$ cat src/design/fdc_pkg.sv
package fdc_pkg;

    // Fixed field widths of the item formats
    localparam int ACTION_W      = 3;
    localparam int FEAT_IDX_W    = 6;
    localparam int VALUE_IDX_W   = 8;

    // Default sizing of the feature file
    localparam int FEATURE_COUNT_DEF = 64;
    localparam int VALUE_MAX_DEF     = 255;

    // Decoded flag operations
    typedef enum logic [ACTION_W-1:0] {
        ACT_NONE     = 3'd0,
        ACT_POS_SET  = 3'd1,
        ACT_NEG_SET  = 3'd2,
        ACT_REQUIRE  = 3'd3,
        ACT_DISALLOW = 3'd4,
        ACT_CLEAR    = 3'd5,
        ACT_UNIFY    = 3'd6
    } t_action;

    // Control from the pipeline to the feature file
    typedef struct packed {
        logic fire;       // stage-1 item completes this cycle
        logic clear_all;  // item starts a new string
        logic wr_en;      // operation writes its feature
    } t_ff_ctrl;

    // Outcome of one operation
    typedef struct packed {
        logic passed;
        logic wr_en;
    } t_op_status;

endpackage

$ cat src/design/fdc_if.sv
// Input item channel
interface fdc_in_if import fdc_pkg::*; ();
    logic                   valid;
    logic                   ready;
    logic [ACTION_W-1:0]    action;
    logic [FEAT_IDX_W-1:0]  feature_index;
    logic [VALUE_IDX_W-1:0] value_index;
    logic                   first;
    logic                   last;

    modport source (output valid, action, feature_index, value_index, first, last,
                    input ready);
    modport sink   (input valid, action, feature_index, value_index, first, last,
                    output ready);
endinterface

// Result channel
interface fdc_out_if;
    logic valid;
    logic ready;
    logic op_passed;
    logic string_valid;
    logic end_of_string;

    modport source (output valid, op_passed, string_valid, end_of_string, input ready);
    modport sink   (input valid, op_passed, string_valid, end_of_string, output ready);
endinterface

$ cat src/design/fdc_feature_file.sv
module fdc_feature_file import fdc_pkg::*; #(
    parameter int FEATURE_COUNT = FEATURE_COUNT_DEF,
    parameter int VALUE_MAX     = VALUE_MAX_DEF
) (
    input  logic                          i_clk,
    input  logic                          i_rst_n,
    input  logic                          i_rd_en,
    input  logic [FEAT_IDX_W-1:0]         i_rd_idx,
    input  t_ff_ctrl                      i_ctrl,
    input  logic signed [$clog2(VALUE_MAX+1):0] i_wr_data,
    output logic signed [$clog2(VALUE_MAX+1):0] o_rd_value
);

    localparam int FV_W  = $clog2(VALUE_MAX + 1) + 1;
    localparam int FC_AW = (FEATURE_COUNT > 1) ? $clog2(FEATURE_COUNT) : 1;

    logic signed [FV_W-1:0]  r_mem [FEATURE_COUNT];
    logic signed [FV_W-1:0]  r_rdata;
    logic [FC_AW-1:0]        r_addr;
    logic                    r_inrange;
    logic [FEATURE_COUNT-1:0] r_valid;
    logic [FEATURE_COUNT-1:0] n_valid;
    logic                    r_fwd_vld;
    logic [FC_AW-1:0]        r_fwd_addr;
    logic signed [FV_W-1:0]  r_fwd_data;
    logic [FC_AW-1:0]        w_rd_addr;
    logic                    w_rd_inrange;
    logic                    w_wr;
    logic                    w_hit;

    assign w_rd_addr    = FC_AW'(i_rd_idx);
    assign w_rd_inrange = (32'(i_rd_idx) < 32'(FEATURE_COUNT));
    assign w_wr         = i_ctrl.fire && i_ctrl.wr_en && r_inrange;

    // Memory: registered read on acceptance, write when the stage-1 item completes
    always_ff @(posedge i_clk) begin
        if (i_rd_en) begin
            r_rdata   <= r_mem[w_rd_addr];
            r_addr    <= w_rd_addr;
            r_inrange <= w_rd_inrange;
        end
        if (w_wr) begin
            r_mem[r_addr] <= i_wr_data;
        end
    end

    // Valid bits: a new string wipes them all at once
    always_comb begin
        n_valid = i_ctrl.clear_all ? '0 : r_valid;
        if (w_wr) begin
            n_valid[r_addr] = 1'b1;
        end
    end

    always_ff @(posedge i_clk) begin
        if (!i_rst_n) begin
            r_valid <= '0;
        end else if (i_ctrl.fire) begin
            r_valid <= n_valid;
        end
    end

    // Last write, to cover a read issued on the same edge
    always_ff @(posedge i_clk) begin
        if (!i_rst_n) begin
            r_fwd_vld <= 1'b0;
        end else if (w_wr) begin
            r_fwd_vld <= 1'b1;
        end else if (i_ctrl.fire && i_ctrl.clear_all) begin
            r_fwd_vld <= 1'b0;
        end
    end

    always_ff @(posedge i_clk) begin
        if (w_wr) begin
            r_fwd_addr <= r_addr;
            r_fwd_data <= i_wr_data;
        end
    end

    // Resolved value for the stage-1 item; unwritten or out of range reads zero
    assign w_hit = r_fwd_vld && (r_fwd_addr == r_addr);

    always_comb begin
        if (!r_inrange) begin
            o_rd_value = '0;
        end else if (w_hit) begin
            o_rd_value = r_fwd_data;
        end else if (r_valid[r_addr]) begin
            o_rd_value = r_rdata;
        end else begin
            o_rd_value = '0;
        end
    end

    // Bypass entry always belongs to a live feature
    a_fwd_live: assert property (@(posedge i_clk) disable iff (!i_rst_n)
        r_fwd_vld |-> r_valid[r_fwd_addr])
        else $error("bypass entry points at a cleared feature");

endmodule

$ cat src/design/fdc_op_eval.sv
module fdc_op_eval import fdc_pkg::*; #(
    parameter int VALUE_MAX = VALUE_MAX_DEF
) (
    input  logic [ACTION_W-1:0]                 i_action,
    input  logic [VALUE_IDX_W-1:0]              i_value_index,
    input  logic signed [$clog2(VALUE_MAX+1):0] i_feature_value,
    output t_op_status                          o_status,
    output logic signed [$clog2(VALUE_MAX+1):0] o_wr_data
);

    localparam int VAL_W = $clog2(VALUE_MAX + 1);
    localparam int FV_W  = VAL_W + 1;

    logic [VAL_W-1:0]       w_n;
    logic signed [FV_W-1:0] w_n_s;
    logic signed [FV_W-1:0] w_v;
    logic signed [FV_W-1:0] w_neg_v;
    logic                   w_n_zero;
    logic                   w_v_zero;
    logic                   w_v_eq_n;
    logic                   w_unify_ok;

    // Saturate the value number
    assign w_n = (32'(i_value_index) > 32'(VALUE_MAX)) ? VAL_W'(VALUE_MAX)
                                                        : VAL_W'(i_value_index);
    assign w_n_s    = signed'({1'b0, w_n});
    assign w_v      = i_feature_value;
    assign w_neg_v  = -w_v;
    assign w_n_zero = (w_n == '0);
    assign w_v_zero = (w_v == '0);
    assign w_v_eq_n = (w_v == w_n_s);
    assign w_unify_ok = w_v_zero || w_v_eq_n || (w_v[FV_W-1] && (w_neg_v != w_n_s));

    // Operation decode
    always_comb begin
        o_status.passed = 1'b1;
        o_status.wr_en  = 1'b0;
        o_wr_data       = w_n_s;
        unique case (t_action'(i_action))
            ACT_POS_SET: begin
                o_status.wr_en = 1'b1;
            end
            ACT_NEG_SET: begin
                o_status.wr_en = 1'b1;
                o_wr_data      = -w_n_s;
            end
            ACT_REQUIRE: begin
                o_status.passed = w_n_zero ? !w_v_zero : w_v_eq_n;
            end
            ACT_DISALLOW: begin
                o_status.passed = w_n_zero ? w_v_zero : !w_v_eq_n;
            end
            ACT_CLEAR: begin
                o_status.wr_en = 1'b1;
                o_wr_data      = '0;
            end
            ACT_UNIFY: begin
                o_status.passed = w_unify_ok;
                o_status.wr_en  = w_unify_ok;
            end
            default: begin
                o_status.passed = 1'b1;
            end
        endcase
    end

endmodule

$ cat src/design/flag_diacritic_checker_top.sv
// Flag diacritic checker. Takes one decoded flag operation per transfer and
// returns one result per item: whether the operation passed, the running
// verdict of the string (low from the first failure until the next item
// with first set) and a copy of last. Sustained rate is one item per clock
// while results are taken. In the single read-modify-write of the feature
// file the registered memory read is issued in the accept cycle; the
// operation is evaluated and written back as the stage-1 item moves on to
// the result register, with a bypass for back-to-back access to one feature.
// Reset and a first item clear the whole feature file at once through
// per-feature valid bits; no clearing pass is needed. Feature indices of
// FEATURE_COUNT or above read as zero and are never written; value numbers
// above VALUE_MAX saturate.
module flag_diacritic_checker_top import fdc_pkg::*; #(
    parameter int FEATURE_COUNT = FEATURE_COUNT_DEF,
    parameter int VALUE_MAX     = VALUE_MAX_DEF
) (
    input  logic       i_clk,
    input  logic       i_rst_n,
    fdc_in_if.sink     i_in,
    fdc_out_if.source  o_out
);

    localparam int FV_W = $clog2(VALUE_MAX + 1) + 1;

    logic                   r_s1_vld;
    logic [ACTION_W-1:0]    r_s1_action;
    logic [VALUE_IDX_W-1:0] r_s1_value;
    logic                   r_s1_first;
    logic                   r_s1_last;
    logic                   r_failed;
    logic                   n_failed;
    logic                   r_out_vld;
    logic                   r_out_passed;
    logic                   r_out_string_valid;
    logic                   r_out_eos;
    logic                   w_in_xfer;
    logic                   w_s1_fire;
    logic signed [FV_W-1:0] w_feature_value;
    logic signed [FV_W-1:0] w_wr_data;
    t_op_status             w_status;
    t_ff_ctrl               w_ctrl;

    // Handshake: stage 1 moves on when the result register is free or its result is taken
    assign w_s1_fire  = r_s1_vld && (!r_out_vld || o_out.ready);
    assign i_in.ready = !r_s1_vld || w_s1_fire;
    assign w_in_xfer  = i_in.valid && i_in.ready;

    // Stage 1 item register
    always_ff @(posedge i_clk) begin
        if (!i_rst_n) begin
            r_s1_vld <= 1'b0;
        end else if (i_in.ready) begin
            r_s1_vld <= i_in.valid;
        end
    end

    always_ff @(posedge i_clk) begin
        if (w_in_xfer) begin
            r_s1_action <= i_in.action;
            r_s1_value  <= i_in.value_index;
            r_s1_first  <= i_in.first;
            r_s1_last   <= i_in.last;
        end
    end

    assign w_ctrl.fire      = w_s1_fire;
    assign w_ctrl.clear_all = r_s1_first;
    assign w_ctrl.wr_en     = w_status.wr_en;

    fdc_feature_file #(
        .FEATURE_COUNT (FEATURE_COUNT),
        .VALUE_MAX     (VALUE_MAX)
    ) u_file (
        .i_clk      (i_clk),
        .i_rst_n    (i_rst_n),
        .i_rd_en    (w_in_xfer),
        .i_rd_idx   (i_in.feature_index),
        .i_ctrl     (w_ctrl),
        .i_wr_data  (w_wr_data),
        .o_rd_value (w_feature_value)
    );

    // A first item sees an all-zero file
    fdc_op_eval #(
        .VALUE_MAX (VALUE_MAX)
    ) u_eval (
        .i_action        (r_s1_action),
        .i_value_index   (r_s1_value),
        .i_feature_value (r_s1_first ? '0 : w_feature_value),
        .o_status        (w_status),
        .o_wr_data       (w_wr_data)
    );

    // Sticky failure of the current string
    assign n_failed = (r_s1_first ? 1'b0 : r_failed) || !w_status.passed;

    always_ff @(posedge i_clk) begin
        if (!i_rst_n) begin
            r_failed <= 1'b0;
        end else if (w_s1_fire) begin
            r_failed <= n_failed;
        end
    end

    // Result register
    always_ff @(posedge i_clk) begin
        if (!i_rst_n) begin
            r_out_vld <= 1'b0;
        end else if (w_s1_fire) begin
            r_out_vld <= 1'b1;
        end else if (o_out.ready) begin
            r_out_vld <= 1'b0;
        end
    end

    always_ff @(posedge i_clk) begin
        if (w_s1_fire) begin
            r_out_passed       <= w_status.passed;
            r_out_string_valid <= !n_failed;
            r_out_eos          <= r_s1_last;
        end
    end

    assign o_out.valid         = r_out_vld;
    assign o_out.op_passed     = r_out_passed;
    assign o_out.string_valid  = r_out_string_valid;
    assign o_out.end_of_string = r_out_eos;

    // Reported verdict tracks the sticky failure bit
    a_verdict: assert property (@(posedge i_clk) disable iff (!i_rst_n)
        w_s1_fire |=> (r_failed == !r_out_string_valid))
        else $error("string verdict disagrees with failure state");

    // Unconditional operations always pass
    a_uncond_pass: assert property (@(posedge i_clk) disable iff (!i_rst_n)
        w_s1_fire && (r_s1_action == ACT_NONE || r_s1_action == ACT_POS_SET ||
                      r_s1_action == ACT_NEG_SET || r_s1_action == ACT_CLEAR)
        |=> r_out_passed)
        else $error("unconditional operation reported as failed");

    // A held stage-1 item is never overwritten
    a_s1_hold: assert property (@(posedge i_clk) disable iff (!i_rst_n)
        r_s1_vld && !w_s1_fire |-> !i_in.ready)
        else $error("input accepted over a stalled item");

endmodule

$ cat src/flat_wrapper.sv
// flat-port wrapper written by rule: the top's interface ports become plain ports
module flag_diacritic_checker_top_flat import fdc_pkg::*;
#(
    parameter int FEATURE_COUNT = FEATURE_COUNT_DEF,
    parameter int VALUE_MAX     = VALUE_MAX_DEF
)
  (i_clk, i_rst_n, i_in_valid, i_in_action, i_in_feature_index, i_in_value_index, i_in_first, i_in_last, i_in_ready, o_out_valid, o_out_op_passed, o_out_string_valid, o_out_end_of_string, o_out_ready);
  fdc_in_if i_in_i ();
  fdc_out_if o_out_i ();
  input  logic i_clk;
  input  logic i_rst_n;
  input wire logic [$bits(i_in_i.valid)-1:0] i_in_valid;
  input wire logic [$bits(i_in_i.action)-1:0] i_in_action;
  input wire logic [$bits(i_in_i.feature_index)-1:0] i_in_feature_index;
  input wire logic [$bits(i_in_i.value_index)-1:0] i_in_value_index;
  input wire logic [$bits(i_in_i.first)-1:0] i_in_first;
  input wire logic [$bits(i_in_i.last)-1:0] i_in_last;
  output wire logic [$bits(i_in_i.ready)-1:0] i_in_ready;
  output wire logic [$bits(o_out_i.valid)-1:0] o_out_valid;
  output wire logic [$bits(o_out_i.op_passed)-1:0] o_out_op_passed;
  output wire logic [$bits(o_out_i.string_valid)-1:0] o_out_string_valid;
  output wire logic [$bits(o_out_i.end_of_string)-1:0] o_out_end_of_string;
  input wire logic [$bits(o_out_i.ready)-1:0] o_out_ready;
  assign i_in_i.valid = i_in_valid;
  assign i_in_i.action = i_in_action;
  assign i_in_i.feature_index = i_in_feature_index;
  assign i_in_i.value_index = i_in_value_index;
  assign i_in_i.first = i_in_first;
  assign i_in_i.last = i_in_last;
  assign i_in_ready = i_in_i.ready;
  assign o_out_valid = o_out_i.valid;
  assign o_out_op_passed = o_out_i.op_passed;
  assign o_out_string_valid = o_out_i.string_valid;
  assign o_out_end_of_string = o_out_i.end_of_string;
  assign o_out_i.ready = o_out_ready;
  flag_diacritic_checker_top #(.FEATURE_COUNT(FEATURE_COUNT), .VALUE_MAX(VALUE_MAX)) u_core (.i_clk(i_clk), .i_rst_n(i_rst_n), .i_in(i_in_i), .o_out(o_out_i));
endmodule
$ cat config.mk
export PLATFORM = sky130hd
export DESIGN_NAME = flag_diacritic_checker_top_flat
export DESIGN_NICKNAME = d
export VERILOG_FILES = /design/src/design/fdc_pkg.sv /design/src/design/fdc_if.sv /design/src/design/fdc_feature_file.sv /design/src/design/fdc_op_eval.sv /design/src/design/flag_diacritic_checker_top.sv /design/src/flat_wrapper.sv
export SDC_FILE = /design/constraint.sdc
export NUM_CORES = 1
export LEC_CHECK = 0
export BUFFER_PORTS_ARGS = -buffer_cell sky130_fd_sc_hd__buf_2
export CAP_MARGIN = 10
export CELL_PAD_IN_SITES_DETAIL_PLACEMENT = 0
export CELL_PAD_IN_SITES_GLOBAL_PLACEMENT = 1
export CORE_ASPECT_RATIO = 0.7
export CORE_MARGIN = 2
export CORE_UTILIZATION = 46
export CTS_CLUSTER_SIZE = 8
export DETAILED_ROUTE_END_ITERATION = 7
export GPL_ROUTABILITY_DRIVEN = 0
export PLACE_DENSITY = 0.79
export SLEW_MARGIN = 20
export SYNTH_ARGS = -nofsm -noshare
export SYNTH_HDL_FRONTEND = slang
export SYNTH_SLANG_ARGS = --single-unit
$ cat constraint.sdc
create_clock -name i_clk -period 13.85 [get_ports i_clk]
set_clock_uncertainty 0.15 [all_clocks]
set_input_delay 0.6925 -clock i_clk [delete_from_list [all_inputs] [get_ports i_clk]]
set_output_delay 0.6925 -clock i_clk [all_outputs]
set_load 0.005 [all_outputs]
# ---- After elaboration in Yosys (flattened, before gate mapping)
# Memory sizes are Yosys's and may differ from the RTL's. A register that Yosys moved wholly into a read port is not among the register bits.
# Cells that the tools add are included.
dict set report word_totals {
  reg_bits 105
  latch_bits 0
  ram_bits 576
  rom_bits 0
  input_bits 23
  mem_count 1
}
# name words word_bits rd rd_ports_with_merged_regs write_ports line_no
set memory_table {}
lappend memory_table {u_core.u_file.r_mem 64 9 1 1 1 fdc_feature_file.sv:17} ;# logic signed [FV_W-1:0] r_mem [FEATURE_COUNT];
dict set report classes {
  addsub 2
  n_mul 0
  n_div 0
  order_cmp 2
  eq_ne 9
  n_shift 0
  muxes 21
  bitwise_logic 1
  reduce_logical 23
}
# operator n
set ops {}
lappend ops {{2-to-1 mux 64 bit} 2}
lappend ops {{OR 64 bit} 1}
lappend ops {{2-to-1 mux 9 bit} 3}
lappend ops {{case mux 9 bit (2 select lines)} 1}
lappend ops {{2-to-1 mux 1 bit} 11}
lappend ops {{equality test 3 bit (second input constant)} 3}
lappend ops {{equality test 9 bit} 1}
lappend ops {{logical NOT 9 bit} 1}
lappend ops {{!= test 9 bit} 1}
lappend ops {{negator 8 -> 9 bit} 1}
lappend ops {{negator 9 bit} 1}
lappend ops {{logical NOT 8 bit} 1}
lappend ops {{logical AND 1 bit} 7}
lappend ops {{< comparator 6 x 7 -> 1 bit (second input constant)} 1}
lappend ops {{binary-select mux 1 bit (select 6 bit)} 1}
lappend ops {{demux 1 bit (select 6 bit)} 1}
lappend ops {{equality test 3 x 2 -> 1 bit (second input constant)} 2}
lappend ops {{equality test 6 bit} 1}
lappend ops {{greater-or-equal comparator 6 x 1 -> 1 bit (second input constant)} 1}
lappend ops {{logical NOT 1 bit} 6}
lappend ops {{logical OR 1 bit} 5}
lappend ops {{nonzero test 2 bit} 2}
lappend ops {{equality test 3 x 1 -> 1 bit (second input constant)} 1}
lappend ops {{case mux 1 bit (3 select lines)} 1}
lappend ops {{2 further kinds} 2}

# ---- Logic depth before layout (Yosys ltp)
# Gate-level depths: netlist of run 1.
dict set report logic_depth {
  word_depth 13
  depth_mapped 22
  depth_no_buf 17
}

# ---- Cells and area by module
# A second synthesis of run 1 with hierarchy kept.
dict set report unflattened {
  hier_cells 1407
  hier_area_um2 27435.1
}
# module instances cells_each area_each_um2 seq_area_each_um2
set by_module_without_submodules {}
lappend by_module_without_submodules {fdc_feature_file 1 1278 26141.3 19498.7}
lappend by_module_without_submodules {flag_diacritic_checker_top 1 42 709.4 540.5}
lappend by_module_without_submodules {fdc_op_eval 1 87 584.3 0.0}

# ---- Worst setup path before layout of run 1
# No wires, ideal clock.
dict set report synth_path {
  path_kind {register to register}
  start {reg u_core.u_file.r_addr[1]}
  end {mem u_core.u_file.r_mem[10][0] in the netlist's numbering, enable pin}
  setup_ps 399
  arrival_ps 4840
  required_time_ps 13301
  setup_slack_ps 8461
  stages_incl_launch_ff 22
  path_buffers 4
  cell_sequence {edfxtp_1 buf_6 mux2_1 o311ai_1 a221oi_1 a22o_1 nor4_4 buf_4 nor2_1 a22oi_1 ha_1 o211a_4 nand2_1 a21oi_1 ha_1 nor2_1 o21ai_1 nand2b_1 a31oi_2 buf_6 buf_4 nor4_1}
}
dict set report synth_between {
  elab_chain_len 13
  word_cells_on_any_way 18
  cone_classes {1 x add/sub; 3 x eq/ne; 8 x mux; 6 x reduce/logical}
}
# element line_no
set synth_rtl {}
lappend synth_rtl {{start, declared} fdc_feature_file.sv:19} ;# logic [FC_AW-1:0] r_addr;
lappend synth_rtl {{start signal, assigned} fdc_feature_file.sv:39} ;# r_addr <= w_rd_addr;
lappend synth_rtl {{binary-select mux 1 bit (select 6 bit)} fdc_feature_file.sv:89} ;# end else if (r_valid[r_addr]) begin
lappend synth_rtl {{2-to-1 mux 1 bit (implied by the code)} fdc_feature_file.sv:89}
lappend synth_rtl {{2-to-1 mux 9 bit} fdc_feature_file.sv:89}
lappend synth_rtl {{2-to-1 mux 9 bit} fdc_feature_file.sv:87} ;# end else if (w_hit) begin
lappend synth_rtl {{2-to-1 mux 9 bit} flag_diacritic_checker_top.sv:89} ;# .i_feature_value (r_s1_first ? '0 : w_feature_value),
lappend synth_rtl {{negator 9 bit} fdc_op_eval.sv:28} ;# assign w_neg_v = -w_v;
lappend synth_rtl {{!= test 9 bit} fdc_op_eval.sv:32} ;# assign w_unify_ok = w_v_zero || w_v_eq_n || (w_v[FV_W-1] && (w_neg_v != w_n_s));
lappend synth_rtl {{logical AND 1 bit} fdc_op_eval.sv:32}
lappend synth_rtl {{logical OR 1 bit} fdc_op_eval.sv:32}
lappend synth_rtl {{case mux 1 bit (2 select lines)} fdc_op_eval.sv:39} ;# unique case (t_action'(i_action))
lappend synth_rtl {{logical AND 1 bit} fdc_feature_file.sv:33} ;# assign w_wr = i_ctrl.fire && i_ctrl.wr_en && r_inrange;
lappend synth_rtl {{2-to-1 mux 1 bit} fdc_feature_file.sv:42} ;# if (w_wr) begin
lappend synth_rtl {{2-to-1 mux 1 bit (implied by the code)} fdc_feature_file.sv:43} ;# r_mem[r_addr] <= i_wr_data;
lappend synth_rtl {{end, declared} fdc_feature_file.sv:17}
# Parallel ways exist; a longest one is shown, timed or not. The select of a mux whose other input is x is not followed.

# ---- Final worst setup path of run 1
dict set report layout_path {
  start {reg u_core.u_file.r_addr[1]}
  end {mem u_core.u_file.r_mem[61][2] in the netlist's numbering, enable pin}
}
# Same word-level chain as after synthesis.

==> results.yml, run 1 <==
logic_synthesis:
  muxShareOfSynthArea: 0.166
  synth_edf_count: 622
  synthAdderAreaFrac: 0.00134
  synth_area_leaders: "edfxtp_1 (67%), mux4_2 (15%), dfxtp_1 (4.9%), nor4_1 (1.5%), o31ai_1 (1.4%)"
  synth-warning-count: 0
  syn_area_sq_um: 27900
  ys_types: 59
  synth_nets: 1513
  yosys-top-cells-count: "edfxtp_1 (622), mux4_2 (189), nand2_1 (100)"
  synth_compound_area_frac: 0.0396
  ys_ff_latch: 690
  synth_top_area_frac: 0.669
  synth_top_family_by_area: "multiplexers"
  synth_xor_area_frac: 0.00560
  synthSimpleGateAreaFrac: 0.0514
  ys.flop_type: "edfxtp_1"
  syn_avg_cell_area_sq_um: 18.8
  yosysTopAreaCell: "edfxtp_1"
  synthCells: 1487
  ys_seq_area_frac: 0.718
  yosysMostFrequentCell: "edfxtp_1"
  async_flop_share: 0
cts:
  clk_pin_slew_ns: 0.06
  cts_tree: "yes"
  cts_made_buffers: 96
  clock-sinks: 690
  clk_latency_ns: 0.62
  clock_path_buffers: 3
  post-cts-setup-buffer-count: 0
  cts_resized: 0
  cts_hold_buf: 0
  root_buffer: "clkbuf_16"
  htree_levels: 3
placement:
  post-dp-hpwl_mm: 41.7
  place_inst: 2270
  io_buffers: 27
floorplanning:
  core-area_sq_um: 60000
  start_util: 0.466
  die_h_um: 210
  io_pins: 28
  rows: 75
  fp.dieArea_sq_um: 62700
  die_w_um: 298
route:
  drt-wirelength-per-cell_um: 29.5
  ant_nets: 0
  routed_wirelength_mm: 70.9
  drt_iter0_drc: 2146
  firstDrtPassIters: 5
  via_per_inst: 6.41
  route.vias.total: 15400
  drc: 0
cells_and_area:
  fin_nets: 1588
  fill_cells: 4527
  syn_to_final_growth_pct: 15.5
  drive_gt1_frac: 0.278
  stdcell_count: 2400
sta:
  hold_violations: 0
  setup_violations: 0
  rsz0062_at_grt: "no"
  period_share: 0.557
  max_freq_mhz: 130
  relSlewSlack: 0.246
  setup_tns_ns: 0
  tightest_slew_ns: 1.12
  post-route-min-period_ns: 7.71
  report.final.slew_viol_count: 0
critical_path:
  critPathSlowestCell: "edfxtp_1"
  crit_top_cell: "buf_4"
  crit_fanout: 61
  max_stage_delay_ns: 0.97
  worstPathRequired_ns: 13.99
  crit_arrival_ns: 7.85
  cp-start-kind: "register"
  crit_type: "reg -> reg"
  critical_path.cell_chain: "mux2_1 > o311ai_1 > a221oi_1 > a22o_1 > nor4_4 > buf_4 > nor2_1 > a22oi_1 > ha_1 > o211a_4 > nand2_1 > a21oi_1 > ha_1 > nor2_1 > nand4_1 > or4_4 > a31oi_4 > buf_4 > buf_4 > nor4_2"
  endpoint_kind: "register"
job:
  max_cap_viol_count: 0
power_and_ir_drop:
  power-per-cell-area_nw_per_um2: 146
  ir_worst_vdd_mv: 0.105
  leakagePower_uw: 0.00998
grt:
  grt_max_degree: 94
  gr-total-overflow: 0
  grt_pass1_vias: 14900
  antenna_found_initial: 1
  grt_pass1_wl_mm: 104
  grtUsageTotal: 0.228
outcome:
  status: "completed"
worst_hold_path:
  holdCritPathClass: "in -> reg"
-- stage by stage --
step                      setup WS (ns)   util  total power, uW  area (sq um)  hold WS [ns]
after floorplan                    8.46      -             2540         27900         0.250
after global placement             6.49  0.492             2650         29500         0.250
after detailed placement           6.29  0.493             2660         29500         0.256
after CTS                          6.24  0.536             4730         32100        0.0639
after global routing               5.71  0.538             4840         32200        0.0694
final                              6.14  0.538             4710         32300        0.0899
-- state kept, by name, summed over array words and instances (netlist names), 3 cells and up --
register and count:
u_core.r_s1_action 3, u_core.r_s1_value 8, u_core.u_file.r_addr 6, u_core.u_file.r_fwd_addr 6, u_core.u_file.r_fwd_data 9, u_core.u_file.r_mem 576
u_core.u_file.r_rdata 9, u_core.u_file.r_valid 64
-- routing by layer --
layer	share of wire	up-vias	wire length, um	global-route usage
met5	0	-	0	0
met1	0.42	8041	29700	0.347
met2	0.44	947	30900	0.317
li1	-	6312	-	-
met3	0.13	86	9170	0.0766
met4	0.015	0	1070	0.0544
-- cells in the final DEF, fill, tap and decap left out, types with 7 or more instances in the layout --
cell,n
edfxtp_1,622
mux4_2,189
nand2_1,99
clkbuf_16,97
dfxtp_1,68
o31ai_1,52
buf_4,50
nor4_2,39
mux2i_1,36
or3_1,28
buf_2,25
a21oi_1,24
clkbuf_1,22
nor2_1,21
o21ai_1,17
nor2b_1,16
a22oi_1,15
nand3_1,14
nor4_4,14
nor4_1,13
o21ai_0,11
xnor2_1,10
inv_1,10
nand2b_1,7
-- worst paths after layout --
| kind | startpoint | slack (ns) | depth (start not counted) | to |
|---|---|---|---|---|
| max | u_core.u_file.r_addr[1] | 6.14 | 20 | u_core.u_file.r_mem[61][2] |
| min reg2reg | u_core.r_s1_last | 0.27 | 0 | u_core.o_out.end_of_string |
| min | i_in_action[2] | 0.09 | 1 | u_core.r_s1_action[2] |
| max reg2reg | u_core.u_file.r_addr[1] | 6.14 | 20 | u_core.u_file.r_mem[61][2] |
-- where the power goes --
group / internal [uW] / switching, uW
logic: 98.5 / 208
clock network: 1250 / 833
registers: 2310 / 14.3
total: 3660 / 1060
-- cell families (layout without fill, tap and decap cells) --
group           Yosys count  after routing
flops                   690            690
mux                     226            226
compound gates          160            160
simple gates            277            277
fa+ha+maj                 3              3
xor+xnor                 17             17
other cells               0              3
buf+inv                 114            216
-- area by class of cell --
cell class	count	area, sq um	share of cell area
clock inverter	6	91.3	0.00283
sequential	690	20000	0.621
multi-input combinational	683	7970	0.247
clock buffer	119	2510	0.0778
inverter	12	45.0	0.00140
tap	808	1010	0.0313
timing repair buffer	79	582	0.0180
antenna	3	7.51	0.000233
-- critical path: cells and delay by family, from the launching register on --
family / cells / cell delay [ns]
AOI/OAI and AO/OA: 7 / 1.88
buffers and inverters: 3 / 1.85
DFF: 1 / 0.97
adders and majority gates: 2 / 0.53
muxes: 1 / 0.40
and+or+nand+nor: 7 / 1.46
Power figures use the tool's default switching activity.
==> inputs of run 2 (changes only) <==
==> constraint.sdc (replaced) <==
create_clock -name i_clk -period 7.95 [get_ports i_clk]
set_clock_uncertainty 0.15 [all_clocks]
set_input_delay 0.3975 -clock i_clk [delete_from_list [all_inputs] [get_ports i_clk]]
set_output_delay 0.3975 -clock i_clk [all_outputs]
set_load 0.005 [all_outputs]
==> results.yml, run 2 (synthesis results as in run 1) <==
outcome:
  status: "completed"
power_and_ir_drop:
  comb_power_share: 0.063
  leakagePower_uw: 0.0101
  sw_frac_of_total: 0.223
  ir_worst_vdd_mv: 0.164
  power-per-cell-area_nw_per_um2: 252
  internal-power_uw: 6360
  clock_power_share: 0.443
  power_switching_uw: 1820
  seqPwrFrac: 0.494
worst_hold_path:
  hold_depth: 1
  holdCritPathClass: "in -> reg"
  min-delay-start: "i_in_feature_index[5]"
  whs_endpoint: "u_core.u_file.r_addr[5]"
sta:
  rsz0062_at_grt: "no"
  report.final.slew_viol_count: 0
  hold_violations: 0
  relSlewSlack: 0.277
  post-route-min-period_ns: 6.40
  setup_violations: 0
  fin_ws_ns: 1.55
  max_freq_mhz: 156
  tightest_slew_ns: 1.08
  setup_tns_ns: 0
  hold_ws_ns: 0.0411
  period_share: 0.805
route:
  firstDrtPassIters: 5
  drt-wirelength-per-cell_um: 27.4
  ant_nets: 0
  routed_wirelength_mm: 66.5
  via_per_inst: 6.23
  drt_iter0_drc: 1776
  route.vias.total: 15100
  drc: 0
critical_path:
  critical_path.cell_chain: "mux2_1 > o311ai_1 > a221oi_1 > a22o_1 > nor4_4 > buf_4 > o31a_1 > ha_1 > o211a_4 > nand2_1 > a21oi_1 > ha_1 > nor2_1 > nand4_1 > or4_4 > a31oi_4 > buf_12 > nor4_1 > buf_4"
  r2r_end: "u_core.u_file.r_mem[24][5]"
  r2r_cells: 19
  critPathSlowestCell: "edfxtp_1"
  ff2ff_setup_slack_ns: 1.55
  endpoint_kind: "register"
  worstPathRequired_ns: 8.17
  crit_type: "reg -> reg"
  crit_fanout: 130
  reg2reg_from: "u_core.u_file.r_addr[1]"
  cp_top_family: "simple AND/OR/NAND/NOR gates"
  cp-start-kind: "register"
  max_stage_delay_ns: 1.03
  path_buf_inv: 3
  crit_arrival_ns: 6.63
cts:
  post-cts-setup-buffer-count: 0
  cts_resized: 0
  cts_made_buffers: 96
  cts_hold_buf: 15
  root_buffer: "clkbuf_16"
  clk_latency_ns: 0.63
  clock_path_buffers: 3
  clock-sinks: 690
  htree_levels: 3
  clk_pin_slew_ns: 0.05
  cts_tree: "yes"
floorplanning:
  io_pins: 28
  start_util: 0.466
  die_h_um: 210
  rows: 75
  fp.dieArea_sq_um: 62700
  core-area_sq_um: 60000
  die_w_um: 298
cells_and_area:
  syn_to_final_growth_pct: 16.4
  largest_register: "u_core.u_file.r_mem"
  drive_gt1_frac: 0.279
  largest_reg_flops: 576
  final_common_cell: "edfxtp_1"
  largestRegisters: "u_core.u_file.r_mem (576), u_core.u_file.r_valid (64)"
  fin_nets: 1611
  mostFrequentLayoutCells: "edfxtp_1 (622), mux4_2 (189), nand2_1 (100)"
grt:
  antenna_found_initial: 6
  grt_max_degree: 131
  grt_pass1_wl_mm: 99.5
  gr-total-overflow: 0
  grt_pass1_vias: 15000
  grtUsageTotal: 0.215
placement:
  place_ws_ns: 1.73
  io_buffers: 27
  post-dp-hpwl_mm: 38.5
job:
  max_cap_viol_count: 0
==> run 2: cell types whose count changed in the layout (fill, tap and decap cells not counted), moves of 2 or more <==
cell           delta
nor4_2            -3
nor4_4            +3
clkbuf_1          +2
dlygate4sd3_1    +15
buf_16            -2
buf_4             +9
inv_6             -2
==> run 2: through the flow <==
| stage | cell area [sq um] | std cells | util | power, uW |
|---|---|---|---|---|
| final | 32500 | 2425 | 0.542 | 8190 |
| after global routing | 32500 | 2423 | 0.542 | 8440 |
| after CTS | 32300 | 2422 | 0.539 | 8230 |
| after detailed placement | 29600 | 2280 | 0.493 | 4610 |
| after global placement | 29600 | 2280 | 0.493 | 4600 |
| after floorplan | 27900 | 1487 | - | 4430 |
==> run 2: metal layers <==
metal	up-vias	global-route usage	part of all wire
li1	6358	-	-
met1	7922	0.310	0.43
met2	721	0.311	0.45
met3	107	0.0733	0.10
met4	6	0.0612	0.020
met5	-	0.0253	0.0035
==> run 2: cell type report <==
type	instances	area, sq um
inverter	12	45.0
antenna	3	7.51
sequential	690	20000
clock inverter	7	141
multi-input combinational	683	8000
fill	4492	27500
tap	808	1010
timing repair buffer	102	764
clock buffer	120	2490
==> run 2: worst max-delay path by stage <==
stage,depth (start not counted),endpoint,from
floorplan,21,u_core.u_file.r_mem[10][0],u_core.u_file.r_addr[1]
global placement,18,u_core.u_file.r_fwd_addr[5],u_core.u_file.r_addr[1]
detailed placement,14,u_core.u_file.r_mem[35][6],u_core.u_file.r_addr[1]
CTS,14,u_core.u_file.r_mem[40][0],u_core.u_file.r_addr[1]
global route,19,u_core.u_file.r_mem[30][4],u_core.u_file.r_addr[1]
finish,19,u_core.u_file.r_mem[24][5],u_core.u_file.r_addr[1]
==> run 2: worst reg2reg max path, delay by kind of cell (launching register included) <==
| family | cells | cell delay, ns |
|---|---|---|
| simple gates | 6 | 1.60 |
| fa+ha+maj | 2 | 0.48 |
| compound gates | 7 | 1.33 |
| flops | 1 | 1.03 |
| mux | 1 | 0.41 |
| buf+inv | 3 | 1.15 |
==> run 2: power by group through the flow <==
stage          Sequential [uW]  Clock, uW  Combinational (uW)
6_report                  4040       3630                 520
2_1_floorplan             4100          0                 322
5_1_grt                   4040       3840                 554
3_3_place_gp              4110          0                 493
4_1_cts                   4040       3670                 512
3_5_place_dp              4110          0                 504
